**config.mk**
```make
export PLATFORM = sky130hd
export DESIGN_NAME = audio_block_rms_peak_meter_top
export DESIGN_NICKNAME = d
export VERILOG_FILES = /design/src/rtl/rpm_pkg.sv /design/src/rtl/rpm_cmpsub.sv /design/src/rtl/rpm_chan_store.sv /design/src/rtl/audio_block_rms_peak_meter_top.sv
export SDC_FILE = /design/constraint.sdc
export NUM_CORES = 2
export LEC_CHECK = 0
export ABC_AREA = 0
export BUFFER_PORTS_ARGS = -buffer_cell sky130_fd_sc_hd__buf_2
export CORE_MARGIN = 2
export CORE_UTILIZATION = 66
export CTS_BUF_LIST = sky130_fd_sc_hd__clkbuf_8
export DETAILED_ROUTE_END_ITERATION = 16
export PLACE_DENSITY = 0.84
export SLEW_MARGIN = 20
export SYNTH_ARGS = -nofsm -noshare
export SYNTH_HDL_FRONTEND = slang
export SYNTH_HIERARCHICAL = 1
export SYNTH_SLANG_ARGS = --single-unit
```
**constraint.sdc**
```tcl
create_clock -name clock -period 10.8 [get_ports clock]
set_input_delay 0.54 -clock clock [delete_from_list [all_inputs] [get_ports clock]]
set_output_delay 0.54 -clock clock [all_outputs]
set_load 0.02 [all_outputs]
```
**src/rtl/rpm_pkg.sv**
```systemverilog
`timescale 1ns / 1ps
// ----------------------------------------------------------------------------
// rpm_pkg
// Shared widths, step counts and register indexes for the RMS and peak meter.
// ----------------------------------------------------------------------------
package rpm_pkg;

   // Default values for the top-level parameters.
   localparam int MAX_CHANNELS_DEF = 16;
   localparam int SAMPLE_BITS_DEF  = 24;

   // Fixed field widths.
   localparam int FRAME_W  = 40;
   localparam int SUM_W    = 64;
   localparam int LEN_W    = 24;
   localparam int CHCNT_W  = 5;
   localparam int FLOOR_W  = 23;
   localparam int CH_OUT_W = 4;
   localparam int ROOT_W   = SUM_W / 2;

   // Shared compare and subtract unit: wide enough for the root remainder.
   localparam int ALU_W = ROOT_W + 4;

   // Iteration counts of the shared unit.
   localparam int MOD_STEPS  = FRAME_W;
   localparam int DIV_STEPS  = SUM_W;
   localparam int SQRT_STEPS = ROOT_W;
   localparam int STEP_W     = 7;

   // Configuration port.
   localparam int CSR_IDX_W  = 2;
   localparam int CSR_DATA_W = 24;
   localparam logic [CSR_IDX_W-1:0] CSR_SAMPLES_PER_POINT = 2'd0;
   localparam logic [CSR_IDX_W-1:0] CSR_CHANNEL_COUNT     = 2'd1;
   localparam logic [CSR_IDX_W-1:0] CSR_FLOOR_LEVEL       = 2'd2;

endpackage

```
**src/rtl/rpm_cmpsub.sv**
```systemverilog
`timescale 1ns / 1ps
// ----------------------------------------------------------------------------
// rpm_cmpsub
// Shared compare and subtract unit used by the modulo, divide and root steps.
// ----------------------------------------------------------------------------
module rpm_cmpsub (
   input  logic [rpm_pkg::ALU_W-1:0] a,
   input  logic [rpm_pkg::ALU_W-1:0] b,
   output logic                      ge,
   output logic [rpm_pkg::ALU_W-1:0] diff
);

   logic [rpm_pkg::ALU_W:0] wide;

   // A borrow out of the top bit means a is below b.
   assign wide = {1'b0, a} - {1'b0, b};
   assign ge   = ~wide[rpm_pkg::ALU_W];
   assign diff = wide[rpm_pkg::ALU_W-1:0];

endmodule

```
**src/rtl/rpm_chan_store.sv**
```systemverilog
`timescale 1ns / 1ps
// ----------------------------------------------------------------------------
// rpm_chan_store
// Per-channel sum of squares and peak memory, with valid bits so that every
// entry reads as zero after reset.
// ----------------------------------------------------------------------------
module rpm_chan_store #(
   parameter int DEPTH  = rpm_pkg::MAX_CHANNELS_DEF,
   parameter int ADDR_W = 4,
   parameter int PEAK_W = rpm_pkg::SAMPLE_BITS_DEF
) (
   input  logic                      clock,
   input  logic                      reset,
   input  logic                      wr_en,
   input  logic [ADDR_W-1:0]         wr_addr,
   input  logic [rpm_pkg::SUM_W-1:0] wr_sum,
   input  logic [PEAK_W-1:0]         wr_peak,
   input  logic [ADDR_W-1:0]         rd_addr,
   output logic [rpm_pkg::SUM_W-1:0] rd_sum,
   output logic [PEAK_W-1:0]         rd_peak
);

   logic [rpm_pkg::SUM_W-1:0] sum_mem [DEPTH];
   logic [PEAK_W-1:0]         peak_mem [DEPTH];
   logic [DEPTH-1:0]          valid_ff;
   logic [DEPTH-1:0]          valid_in;
   logic                      rd_valid_ff;
   logic [rpm_pkg::SUM_W-1:0] rd_sum_ff;
   logic [PEAK_W-1:0]         rd_peak_ff;

   always_comb begin
      valid_in = valid_ff;
      if (wr_en) begin
         valid_in[wr_addr] = 1'b1;
      end
   end

   always_ff @(posedge clock) begin
      if (reset) begin
         valid_ff    <= '0;
         rd_valid_ff <= 1'b0;
      end else begin
         valid_ff    <= valid_in;
         rd_valid_ff <= valid_ff[rd_addr];
      end
   end

   always_ff @(posedge clock) begin
      if (wr_en) begin
         sum_mem[wr_addr]  <= wr_sum;
         peak_mem[wr_addr] <= wr_peak;
      end
      rd_sum_ff  <= sum_mem[rd_addr];
      rd_peak_ff <= peak_mem[rd_addr];
   end

   // An entry never written since reset holds the cleared value.
   assign rd_sum  = rd_valid_ff ? rd_sum_ff : '0;
   assign rd_peak = rd_valid_ff ? rd_peak_ff : '0;

endmodule

```
**src/rtl/audio_block_rms_peak_meter_top.sv**
```systemverilog
`timescale 1ns / 1ps
// ----------------------------------------------------------------------------
// audio_block_rms_peak_meter_top
// Multichannel block RMS and peak meter with a serial modulo, divide and root.
// ----------------------------------------------------------------------------
// Each accepted sample beat passes an accept state, 40 steps of the shared
// compare and subtract unit to find the frame index modulo samples_per_point,
// an update state, then, when it closes a point, 64 restoring divide steps and
// 32 square root steps on the same unit, and a final state that loads the
// result register. The result register lets the next sample beat be taken
// while a result still waits. Configuration writes are taken in every cycle
// and must arrive only while the block is idle. All per-channel accumulators
// read as zero after reset.
// ----------------------------------------------------------------------------
module audio_block_rms_peak_meter_top #(
   parameter int MAX_CHANNELS = rpm_pkg::MAX_CHANNELS_DEF,
   parameter int SAMPLE_BITS  = rpm_pkg::SAMPLE_BITS_DEF
) (
   input  logic                             clock,
   input  logic                             reset,
   input  logic                             req_valid,
   output logic                             req_ready,
   input  logic signed [SAMPLE_BITS-1:0]    req_sample,
   output logic                             rsp_valid,
   input  logic                             rsp_ready,
   output logic                             rsp_point_valid,
   output logic [rpm_pkg::CH_OUT_W-1:0]     rsp_point_channel,
   output logic [SAMPLE_BITS-1:0]           rsp_point_rms,
   output logic [SAMPLE_BITS-1:0]           rsp_point_peak,
   output logic [SAMPLE_BITS-1:0]           rsp_overall_peak,
   output logic [rpm_pkg::FRAME_W-1:0]      rsp_overall_peak_frame,
   input  logic                             csr_valid,
   output logic                             csr_ready,
   input  logic [rpm_pkg::CSR_IDX_W-1:0]    csr_index,
   input  logic [rpm_pkg::CSR_DATA_W-1:0]   csr_data
);

   localparam int CH_W   = (MAX_CHANNELS > 1) ? $clog2(MAX_CHANNELS) : 1;
   localparam int CNT_W  = (CH_W + 1 > rpm_pkg::CHCNT_W) ? CH_W + 1 : rpm_pkg::CHCNT_W;
   localparam int MAG_W  = (SAMPLE_BITS > rpm_pkg::FLOOR_W) ? SAMPLE_BITS : rpm_pkg::FLOOR_W;
   localparam int LIM_W  = rpm_pkg::ROOT_W + 1;
   localparam logic [LIM_W-1:0] RMS_LIMIT = LIM_W'(1) << (SAMPLE_BITS - 1);
   localparam logic [CNT_W-1:0] CH_MAX    = CNT_W'(MAX_CHANNELS);

   localparam logic [2:0] S_IDLE = 3'd0;
   localparam logic [2:0] S_MOD  = 3'd1;
   localparam logic [2:0] S_UPD  = 3'd2;
   localparam logic [2:0] S_DIV  = 3'd3;
   localparam logic [2:0] S_SQRT = 3'd4;
   localparam logic [2:0] S_FIN  = 3'd5;

   // Control state.
   logic [2:0]                    state_ff, state_in;
   logic [rpm_pkg::STEP_W-1:0]    step_ff, step_in;
   logic [CH_W-1:0]               ch_ff, ch_in;
   logic [rpm_pkg::FRAME_W-1:0]   frame_ff, frame_in;
   logic [MAG_W-1:0]              peak_ff, peak_in;
   logic [rpm_pkg::FRAME_W-1:0]   peak_frame_ff, peak_frame_in;
   logic [rpm_pkg::LEN_W-1:0]     spp_ff, spp_in;
   logic [rpm_pkg::CHCNT_W-1:0]   chans_ff, chans_in;
   logic [rpm_pkg::FLOOR_W-1:0]   floor_ff, floor_in;
   logic                          rsp_valid_ff, rsp_valid_in;

   // Datapath.
   logic [MAG_W-1:0]              mag_ff, mag_in;
   logic [rpm_pkg::SUM_W-1:0]     sq_ff, sq_in;
   logic [rpm_pkg::SUM_W-1:0]     sh_ff, sh_in;
   logic [rpm_pkg::ALU_W-1:0]     rem_ff, rem_in;
   logic [rpm_pkg::ROOT_W-1:0]    root_ff, root_in;
   logic                          emit_ff, emit_in;
   logic [MAG_W-1:0]              pt_peak_ff, pt_peak_in;
   logic [CH_W-1:0]               pt_ch_ff, pt_ch_in;

   // Result register.
   logic                          out_pv_ff, out_pv_in;
   logic [rpm_pkg::CH_OUT_W-1:0]  out_ch_ff, out_ch_in;
   logic [SAMPLE_BITS-1:0]        out_rms_ff, out_rms_in;
   logic [SAMPLE_BITS-1:0]        out_peak_ff, out_peak_in;
   logic [SAMPLE_BITS-1:0]        out_all_ff, out_all_in;
   logic [rpm_pkg::FRAME_W-1:0]   out_frame_ff, out_frame_in;

   logic [SAMPLE_BITS-1:0]        sample_u;
   logic [SAMPLE_BITS-1:0]        sample_abs;
   logic [MAG_W-1:0]              mag_ext;
   logic [MAG_W-1:0]              floor_ext;
   logic [2*MAG_W-1:0]            sq_full;
   logic [rpm_pkg::LEN_W-1:0]     len_eff;
   logic [CNT_W-1:0]              chans_eff;
   logic [CNT_W-1:0]              ch_inc;
   logic [rpm_pkg::SUM_W:0]       sum_wide;
   logic [rpm_pkg::SUM_W-1:0]     new_sum;
   logic [MAG_W-1:0]              new_peak;
   logic                          emit_now;
   logic [LIM_W-1:0]              root_ext;
   logic [SAMPLE_BITS-1:0]        rms_sat;

   logic [rpm_pkg::ALU_W-1:0]     alu_a, alu_b, alu_diff;
   logic                          alu_ge;

   logic                          st_wr_en;
   logic [rpm_pkg::SUM_W-1:0]     st_wr_sum;
   logic [MAG_W-1:0]              st_wr_peak;
   logic [rpm_pkg::SUM_W-1:0]     st_rd_sum;
   logic [MAG_W-1:0]              st_rd_peak;

   rpm_cmpsub u_cmpsub (
      .a    (alu_a),
      .b    (alu_b),
      .ge   (alu_ge),
      .diff (alu_diff)
   );

   rpm_chan_store #(
      .DEPTH  (MAX_CHANNELS),
      .ADDR_W (CH_W),
      .PEAK_W (MAG_W)
   ) u_store (
      .clock   (clock),
      .reset   (reset),
      .wr_en   (st_wr_en),
      .wr_addr (ch_ff),
      .wr_sum  (st_wr_sum),
      .wr_peak (st_wr_peak),
      .rd_addr (ch_ff),
      .rd_sum  (st_rd_sum),
      .rd_peak (st_rd_peak)
   );

   assign req_ready = (state_ff == S_IDLE);
   assign csr_ready = 1'b1;

   // Magnitude of the incoming sample; the most negative code maps onto the
   // unsigned value one above the largest positive one without extra logic.
   assign sample_u   = req_sample;
   assign sample_abs = sample_u[SAMPLE_BITS-1] ? SAMPLE_BITS'(~sample_u + 1'b1) : sample_u;
   assign mag_ext    = MAG_W'(sample_abs);
   assign floor_ext  = MAG_W'(floor_ff);

   assign sq_full = mag_ff * mag_ff;

   assign len_eff   = (spp_ff == '0) ? rpm_pkg::LEN_W'(1) : spp_ff;
   assign chans_eff = (chans_ff == '0) ? CNT_W'(1) :
                      ((CNT_W'(chans_ff) > CH_MAX) ? CH_MAX : CNT_W'(chans_ff));
   assign ch_inc    = CNT_W'(ch_ff) + CNT_W'(1);

   // Saturating accumulation of the registered square.
   assign sum_wide = {1'b0, st_rd_sum} + {1'b0, sq_ff};
   assign new_sum  = sum_wide[rpm_pkg::SUM_W] ? '1 : sum_wide[rpm_pkg::SUM_W-1:0];
   assign new_peak = (mag_ff > st_rd_peak) ? mag_ff : st_rd_peak;
   assign emit_now = (rem_ff == '0);

   assign root_ext = LIM_W'(root_ff);
   assign rms_sat  = (root_ext > RMS_LIMIT) ? SAMPLE_BITS'(RMS_LIMIT) : SAMPLE_BITS'(root_ff);

   assign st_wr_en   = (state_ff == S_UPD);
   assign st_wr_sum  = emit_now ? '0 : new_sum;
   assign st_wr_peak = emit_now ? '0 : new_peak;

   // Operand selection for the shared unit.
   always_comb begin
      case (state_ff)
         S_SQRT: begin
            alu_a = {rem_ff[rpm_pkg::ALU_W-3:0], sh_ff[rpm_pkg::SUM_W-1 -: 2]};
            alu_b = rpm_pkg::ALU_W'({root_ff, 2'b01});
         end
         default: begin
            alu_a = rpm_pkg::ALU_W'({rem_ff[rpm_pkg::LEN_W-1:0], sh_ff[rpm_pkg::SUM_W-1]});
            alu_b = rpm_pkg::ALU_W'(len_eff);
         end
      endcase
   end

   always_comb begin
      state_in      = state_ff;
      step_in       = step_ff;
      ch_in         = ch_ff;
      frame_in      = frame_ff;
      peak_in       = peak_ff;
      peak_frame_in = peak_frame_ff;
      spp_in        = spp_ff;
      chans_in      = chans_ff;
      floor_in      = floor_ff;
      rsp_valid_in  = rsp_valid_ff && !rsp_ready;
      mag_in        = mag_ff;
      sq_in         = rpm_pkg::SUM_W'(sq_full);
      sh_in         = sh_ff;
      rem_in        = rem_ff;
      root_in       = root_ff;
      emit_in       = emit_ff;
      pt_peak_in    = pt_peak_ff;
      pt_ch_in      = pt_ch_ff;
      out_pv_in     = out_pv_ff;
      out_ch_in     = out_ch_ff;
      out_rms_in    = out_rms_ff;
      out_peak_in   = out_peak_ff;
      out_all_in    = out_all_ff;
      out_frame_in  = out_frame_ff;

      if (csr_valid) begin
         case (csr_index)
            rpm_pkg::CSR_SAMPLES_PER_POINT: spp_in   = csr_data[rpm_pkg::LEN_W-1:0];
            rpm_pkg::CSR_CHANNEL_COUNT:     chans_in = csr_data[rpm_pkg::CHCNT_W-1:0];
            rpm_pkg::CSR_FLOOR_LEVEL:       floor_in = csr_data[rpm_pkg::FLOOR_W-1:0];
            default: begin
            end
         endcase
      end

      case (state_ff)
         S_IDLE: begin
            if (req_valid) begin
               mag_in   = (mag_ext < floor_ext) ? floor_ext : mag_ext;
               // Frame index at the top of the shift register, remainder clear.
               sh_in    = {frame_ff, rpm_pkg::LEN_W'(0)};
               rem_in   = '0;
               step_in  = rpm_pkg::STEP_W'(rpm_pkg::MOD_STEPS);
               state_in = S_MOD;
            end
         end
         S_MOD, S_DIV: begin
            rem_in  = alu_ge ? alu_diff : alu_a;
            sh_in   = {sh_ff[rpm_pkg::SUM_W-2:0], alu_ge};
            step_in = step_ff - 1'b1;
            if (step_ff == rpm_pkg::STEP_W'(1)) begin
               if (state_ff == S_MOD) begin
                  state_in = S_UPD;
               end else begin
                  // The quotient now sits in the shift register.
                  rem_in   = '0;
                  root_in  = '0;
                  step_in  = rpm_pkg::STEP_W'(rpm_pkg::SQRT_STEPS);
                  state_in = S_SQRT;
               end
            end
         end
         S_UPD: begin
            emit_in    = emit_now;
            pt_peak_in = new_peak;
            // The channel counter moves on here, so the point keeps its own copy.
            pt_ch_in   = ch_ff;
            sh_in      = new_sum;
            rem_in     = '0;
            step_in    = rpm_pkg::STEP_W'(rpm_pkg::DIV_STEPS);
            state_in   = emit_now ? S_DIV : S_FIN;
            if (mag_ff > peak_ff) begin
               peak_in       = mag_ff;
               peak_frame_in = frame_ff;
            end
            if (ch_inc >= chans_eff) begin
               ch_in    = '0;
               frame_in = frame_ff + 1'b1;
            end else begin
               ch_in = ch_inc[CH_W-1:0];
            end
         end
         S_SQRT: begin
            rem_in  = alu_ge ? alu_diff : alu_a;
            root_in = {root_ff[rpm_pkg::ROOT_W-2:0], alu_ge};
            sh_in   = {sh_ff[rpm_pkg::SUM_W-3:0], 2'b00};
            step_in = step_ff - 1'b1;
            if (step_ff == rpm_pkg::STEP_W'(1)) begin
               state_in = S_FIN;
            end
         end
         S_FIN: begin
            if (!rsp_valid_ff || rsp_ready) begin
               rsp_valid_in = 1'b1;
               out_pv_in    = emit_ff;
               out_ch_in    = emit_ff ? rpm_pkg::CH_OUT_W'(pt_ch_ff) : '0;
               out_rms_in   = emit_ff ? rms_sat : '0;
               out_peak_in  = emit_ff ? SAMPLE_BITS'(pt_peak_ff) : '0;
               out_all_in   = SAMPLE_BITS'(peak_ff);
               out_frame_in = peak_frame_ff;
               state_in     = S_IDLE;
            end
         end
         default: begin
            state_in = S_IDLE;
         end
      endcase
   end

   always_ff @(posedge clock) begin
      if (reset) begin
         state_ff      <= S_IDLE;
         step_ff       <= '0;
         ch_ff         <= '0;
         frame_ff      <= '0;
         peak_ff       <= '0;
         peak_frame_ff <= '0;
         spp_ff        <= rpm_pkg::LEN_W'(1);
         chans_ff      <= rpm_pkg::CHCNT_W'(1);
         floor_ff      <= rpm_pkg::FLOOR_W'(8);
         rsp_valid_ff  <= 1'b0;
      end else begin
         state_ff      <= state_in;
         step_ff       <= step_in;
         ch_ff         <= ch_in;
         frame_ff      <= frame_in;
         peak_ff       <= peak_in;
         peak_frame_ff <= peak_frame_in;
         spp_ff        <= spp_in;
         chans_ff      <= chans_in;
         floor_ff      <= floor_in;
         rsp_valid_ff  <= rsp_valid_in;
      end
   end

   always_ff @(posedge clock) begin
      mag_ff       <= mag_in;
      sq_ff        <= sq_in;
      sh_ff        <= sh_in;
      rem_ff       <= rem_in;
      root_ff      <= root_in;
      emit_ff      <= emit_in;
      pt_peak_ff   <= pt_peak_in;
      pt_ch_ff     <= pt_ch_in;
      out_pv_ff    <= out_pv_in;
      out_ch_ff    <= out_ch_in;
      out_rms_ff   <= out_rms_in;
      out_peak_ff  <= out_peak_in;
      out_all_ff   <= out_all_in;
      out_frame_ff <= out_frame_in;
   end

   assign rsp_valid              = rsp_valid_ff;
   assign rsp_point_valid        = out_pv_ff;
   assign rsp_point_channel      = out_ch_ff;
   assign rsp_point_rms          = out_rms_ff;
   assign rsp_point_peak         = out_peak_ff;
   assign rsp_overall_peak       = out_all_ff;
   assign rsp_overall_peak_frame = out_frame_ff;

   // An accepted beat always starts the modulo pass.
   a_accept_starts_mod: assert property (@(posedge clock) disable iff (reset)
      req_valid && req_ready |=> state_ff == S_MOD)
      else $error("accepted sample did not start the modulo pass");

   // The modulo pass leaves a remainder below the block length.
   a_mod_in_range: assert property (@(posedge clock) disable iff (reset)
      state_ff == S_UPD |-> rem_ff < rpm_pkg::ALU_W'(len_eff))
      else $error("frame remainder not below block length");

   // A beat without a point carries zero point fields.
   a_no_point_zero: assert property (@(posedge clock) disable iff (reset)
      rsp_valid && !rsp_point_valid |->
         rsp_point_rms == '0 && rsp_point_peak == '0 && rsp_point_channel == '0)
      else $error("point fields not cleared on a beat without a point");

   // The result register is only reloaded once the previous beat has gone.
   a_no_overwrite: assert property (@(posedge clock) disable iff (reset)
      rsp_valid_ff && !rsp_ready |=> rsp_valid_ff && $stable(out_rms_ff))
      else $error("pending result overwritten");

endmodule
```
==> flow_summary.ini <==
[timing]
min_period_ns = 8.18
slew_violations = 0
finClkSkew_ns = 0.0765
finalHoldViolCount = 0
fmax_mhz = 122
finalCritPeriodShare_pct = 75.8
tns_ns = 0
setup_viol = 0
max_slew_margin_pct = 23.6
worst_pin_slew_ns = 1.15
rsz0062_at_grt = no

[layout]
area_delta_synth_final_pct = 9.47
drive_gt1_share_pct = 15.5
finalNonFillerCells = 9887
fillers = 8973
nets = 8430
finish.utilization_pct = 73.0

[place]
dp_cells = 9269
hpwl_um = 167000
portBuffers = 173
globalplace.congestion = 0.966

[synth]
synth_edf_count = 1710
synth_cells = 7322
syn_area_um2 = 101000
ys_types = 98
ys_warn_count = 6
synth-seq-area-share_pct = 57.0
syn_area_per_cell_um2 = 13.9
synthDominantCellAreaShare_pct = 50.6
synthTopCellsByCount = 1710 x edfxtp_1, 765 x inv_1, 549 x nand2_1
synthArstFlopShare_pct = 0
synth_flop_cell = edfxtp_1
synth_area_leader_cell = edfxtp_1
synth.area.top_cells = edfxtp_1 51%, fa_1 8.6%, mux4_2 7.9%, dfxtp_1 6.4%, ha_1 4.2%
synth.most_common_cell = edfxtp_1
ys_ff_latch = 2033

[die]
io_pins = 175
fp.dieH_um = 396
num_rows = 143
initial_core_util_pct = 66.6
die_x_um = 396
dieArea_um2 = 157000
core_um2 = 152000

[global_route]
grt_pass1_wl_um = 400000
track_usage_pct = 34.2
grt_pass1_vias = 66300
antenna_found_initial = 15
grt_max_degree = 159
gr-total-overflow = 0

[drt]
ant_nets = 0
vias_per_cell = 6.54
num_vias = 64700
drt-pass1-iter-count = 14
wl_per_cell_um = 26.9
drc_errors = 0
wirelength_um = 266000
drtIter0Drc = 8286

[clocking]
clk_latency_ns = 1.04
htree_levels = 5
cts_buffers = 329
clock_sinks = 2033
cts_resized = 0
cts_buffer_depth = 4
cts_root_buf = clkbuf_8
path_clk_slew_ns = 0.06
cts_tree = yes

[critical_path]
end_kind = flop
critical-path-slowest-cell = edfxtp_1
path_common_cell = fa_1
cp.required_ns = 11.73
critPathKind = reg -> reg
crit_chain = buf_4 > nand2_1 > fa_1 > inv_1 > fa_1 > inv_1 > fa_1 > fa_1 > inv_1 > fa_1 > fa_1 > inv_1 > fa_1 > inv_1 > ha_1 > a21oi_1 > o21ai_0 > a2111oi_0 > nor2_1 > nor4_1 > o21ai_0 > a41o_1 > a221oi_1 > xnor2_1
cp_top_family = adder cells
cp_slowest_stage_delay_ns = 1.05
crit_fanout = 21
crit_buf_inv = 6
cp.arrival_ns = 9.11
cp-start-kind = flop

[flow_run]
maxCapViolCount = 0

[hold_path]
hold_path.class = in -> reg

[run_status]
run_status = finished clean
-- final cells by class --
cell class	instances	area, um^2	area share, %
clock inverter	210	1140	1.03
tap	2030	2540	2.29
clock buffer	371	5110	4.60
timing repair buffer	315	2050	1.84
antenna	4	10.0	0.00901
multi-input combinational	4157	39500	35.6
sequential	2033	57800	52.1
inverter	767	2880	2.59
-- path summary, 6_finish.rpt --
| check | end | slack, ns | cells after the start | startpoint |
|---|---|---|---|---|
| min reg2reg | rsp_overall_peak_frame[6] | 0.41 | 0 | peak_frame_ff[6] |
| min | mag_ff[16] | 0.08 | 3 | req_sample[16] |
| max reg2reg | sq_ff[32] | 2.62 | 24 | mag_ff[11] |
| max | sq_ff[32] | 2.62 | 24 | mag_ff[11] |
-- cell families after synthesis --
group                      Yosys count  synth area share [%]
AOI/OAI and AO/OA                 1068                  7.20
adders and majority gates          772                  12.7
DFF                               2033                  57.0
other                                2               0.00740
and+or+nand+nor                   1645                  7.85
muxes                              480                  9.22
xor gates and xnor gates           189                  1.63
buffers and inverters             1133                  4.37
-- cell usage in the layout (no fill, tap or decap), types with 107 or more instances in the layout --
cell         n
and2_1     270
nand2_1    547
a21oi_1    290
buf_2      172
edfxtp_1  1710
clkbuf_8   371
inv_1      878
o21ai_0    182
buf_4      107
fa_1       434
ha_1       338
nor2_1     358
dfxtp_1    319
xnor2_1    125
mux4_2     354
-- metrics by stage --
step | hold WS (ns) | setup slack (ns) | area [um^2]
2_1_floorplan | 0.408 | 1.09 | 101000
3_3_place_gp | 0.419 | 2.75 | 104000
3_5_place_dp | 0.419 | 2.73 | 104000
4_1_cts | 0.000441 | 2.70 | 111000
5_1_grt | 0.0643 | 2.23 | 111000
6_report | 0.0846 | 2.62 | 111000
-- layer usage --
metal | up-vias | global-route usage [%] | part of all wire, %
li1 | 27200 | - | -
met1 | 32100 | 44.9 | 36
met2 | 4463 | 54.5 | 47
met3 | 971 | 7.74 | 12
met4 | 12 | 16.5 | 5.2
met5 | - | 0 | 0.025
-- sequential cells by signal, indices dropped and copies added, names as in the netlist, 5 cells and up --
register                flops
chans_ff                    5
rem_ff                     36
u_store/rd_sum_ff          64
root_ff                    32
peak_frame_ff              40
u_store/rd_peak_ff         24
u_store/sum_mem          1024
rsp_overall_peak           24
rsp_overall_peak_frame     40
u_store/valid_ff           16
spp_ff                     24
peak_ff                    24
sh_ff                      64
mag_ff                     24
frame_ff                   40
pt_peak_ff                 24
u_store/peak_mem          384
floor_ff                   23
step_ff                     7
sq_ff                      47
rsp_point_peak             24
rsp_point_rms              24
-- repair_timing --
item,4_1_cts,5_1_grt
hold buffers,32,0
endpoints found under the hold margin,125,0
buffers inserted,0,0
-- worst register-to-register path, stage by stage (launching register included) --
cell,delay (ns)
edfxtp_1,1.05
buf_4,0.37
nand2_1,0.15
fa_1,0.53
inv_1,0.05
fa_1,0.49
inv_1,0.05
fa_1,0.49
fa_1,0.52
inv_1,0.05
fa_1,0.47
fa_1,0.56
inv_1,0.06
fa_1,0.54
inv_1,0.04
ha_1,0.38
a21oi_1,0.23
o21ai_0,0.15
a2111oi_0,0.77
nor2_1,0.12
nor4_1,0.17
o21ai_0,0.12
a41o_1,0.28
a221oi_1,0.31
xnor2_1,0.16
Power is left out: the tool's default activity adds up to more than one toggle a clock period on the data nets, which glitch-free logic cannot reach.
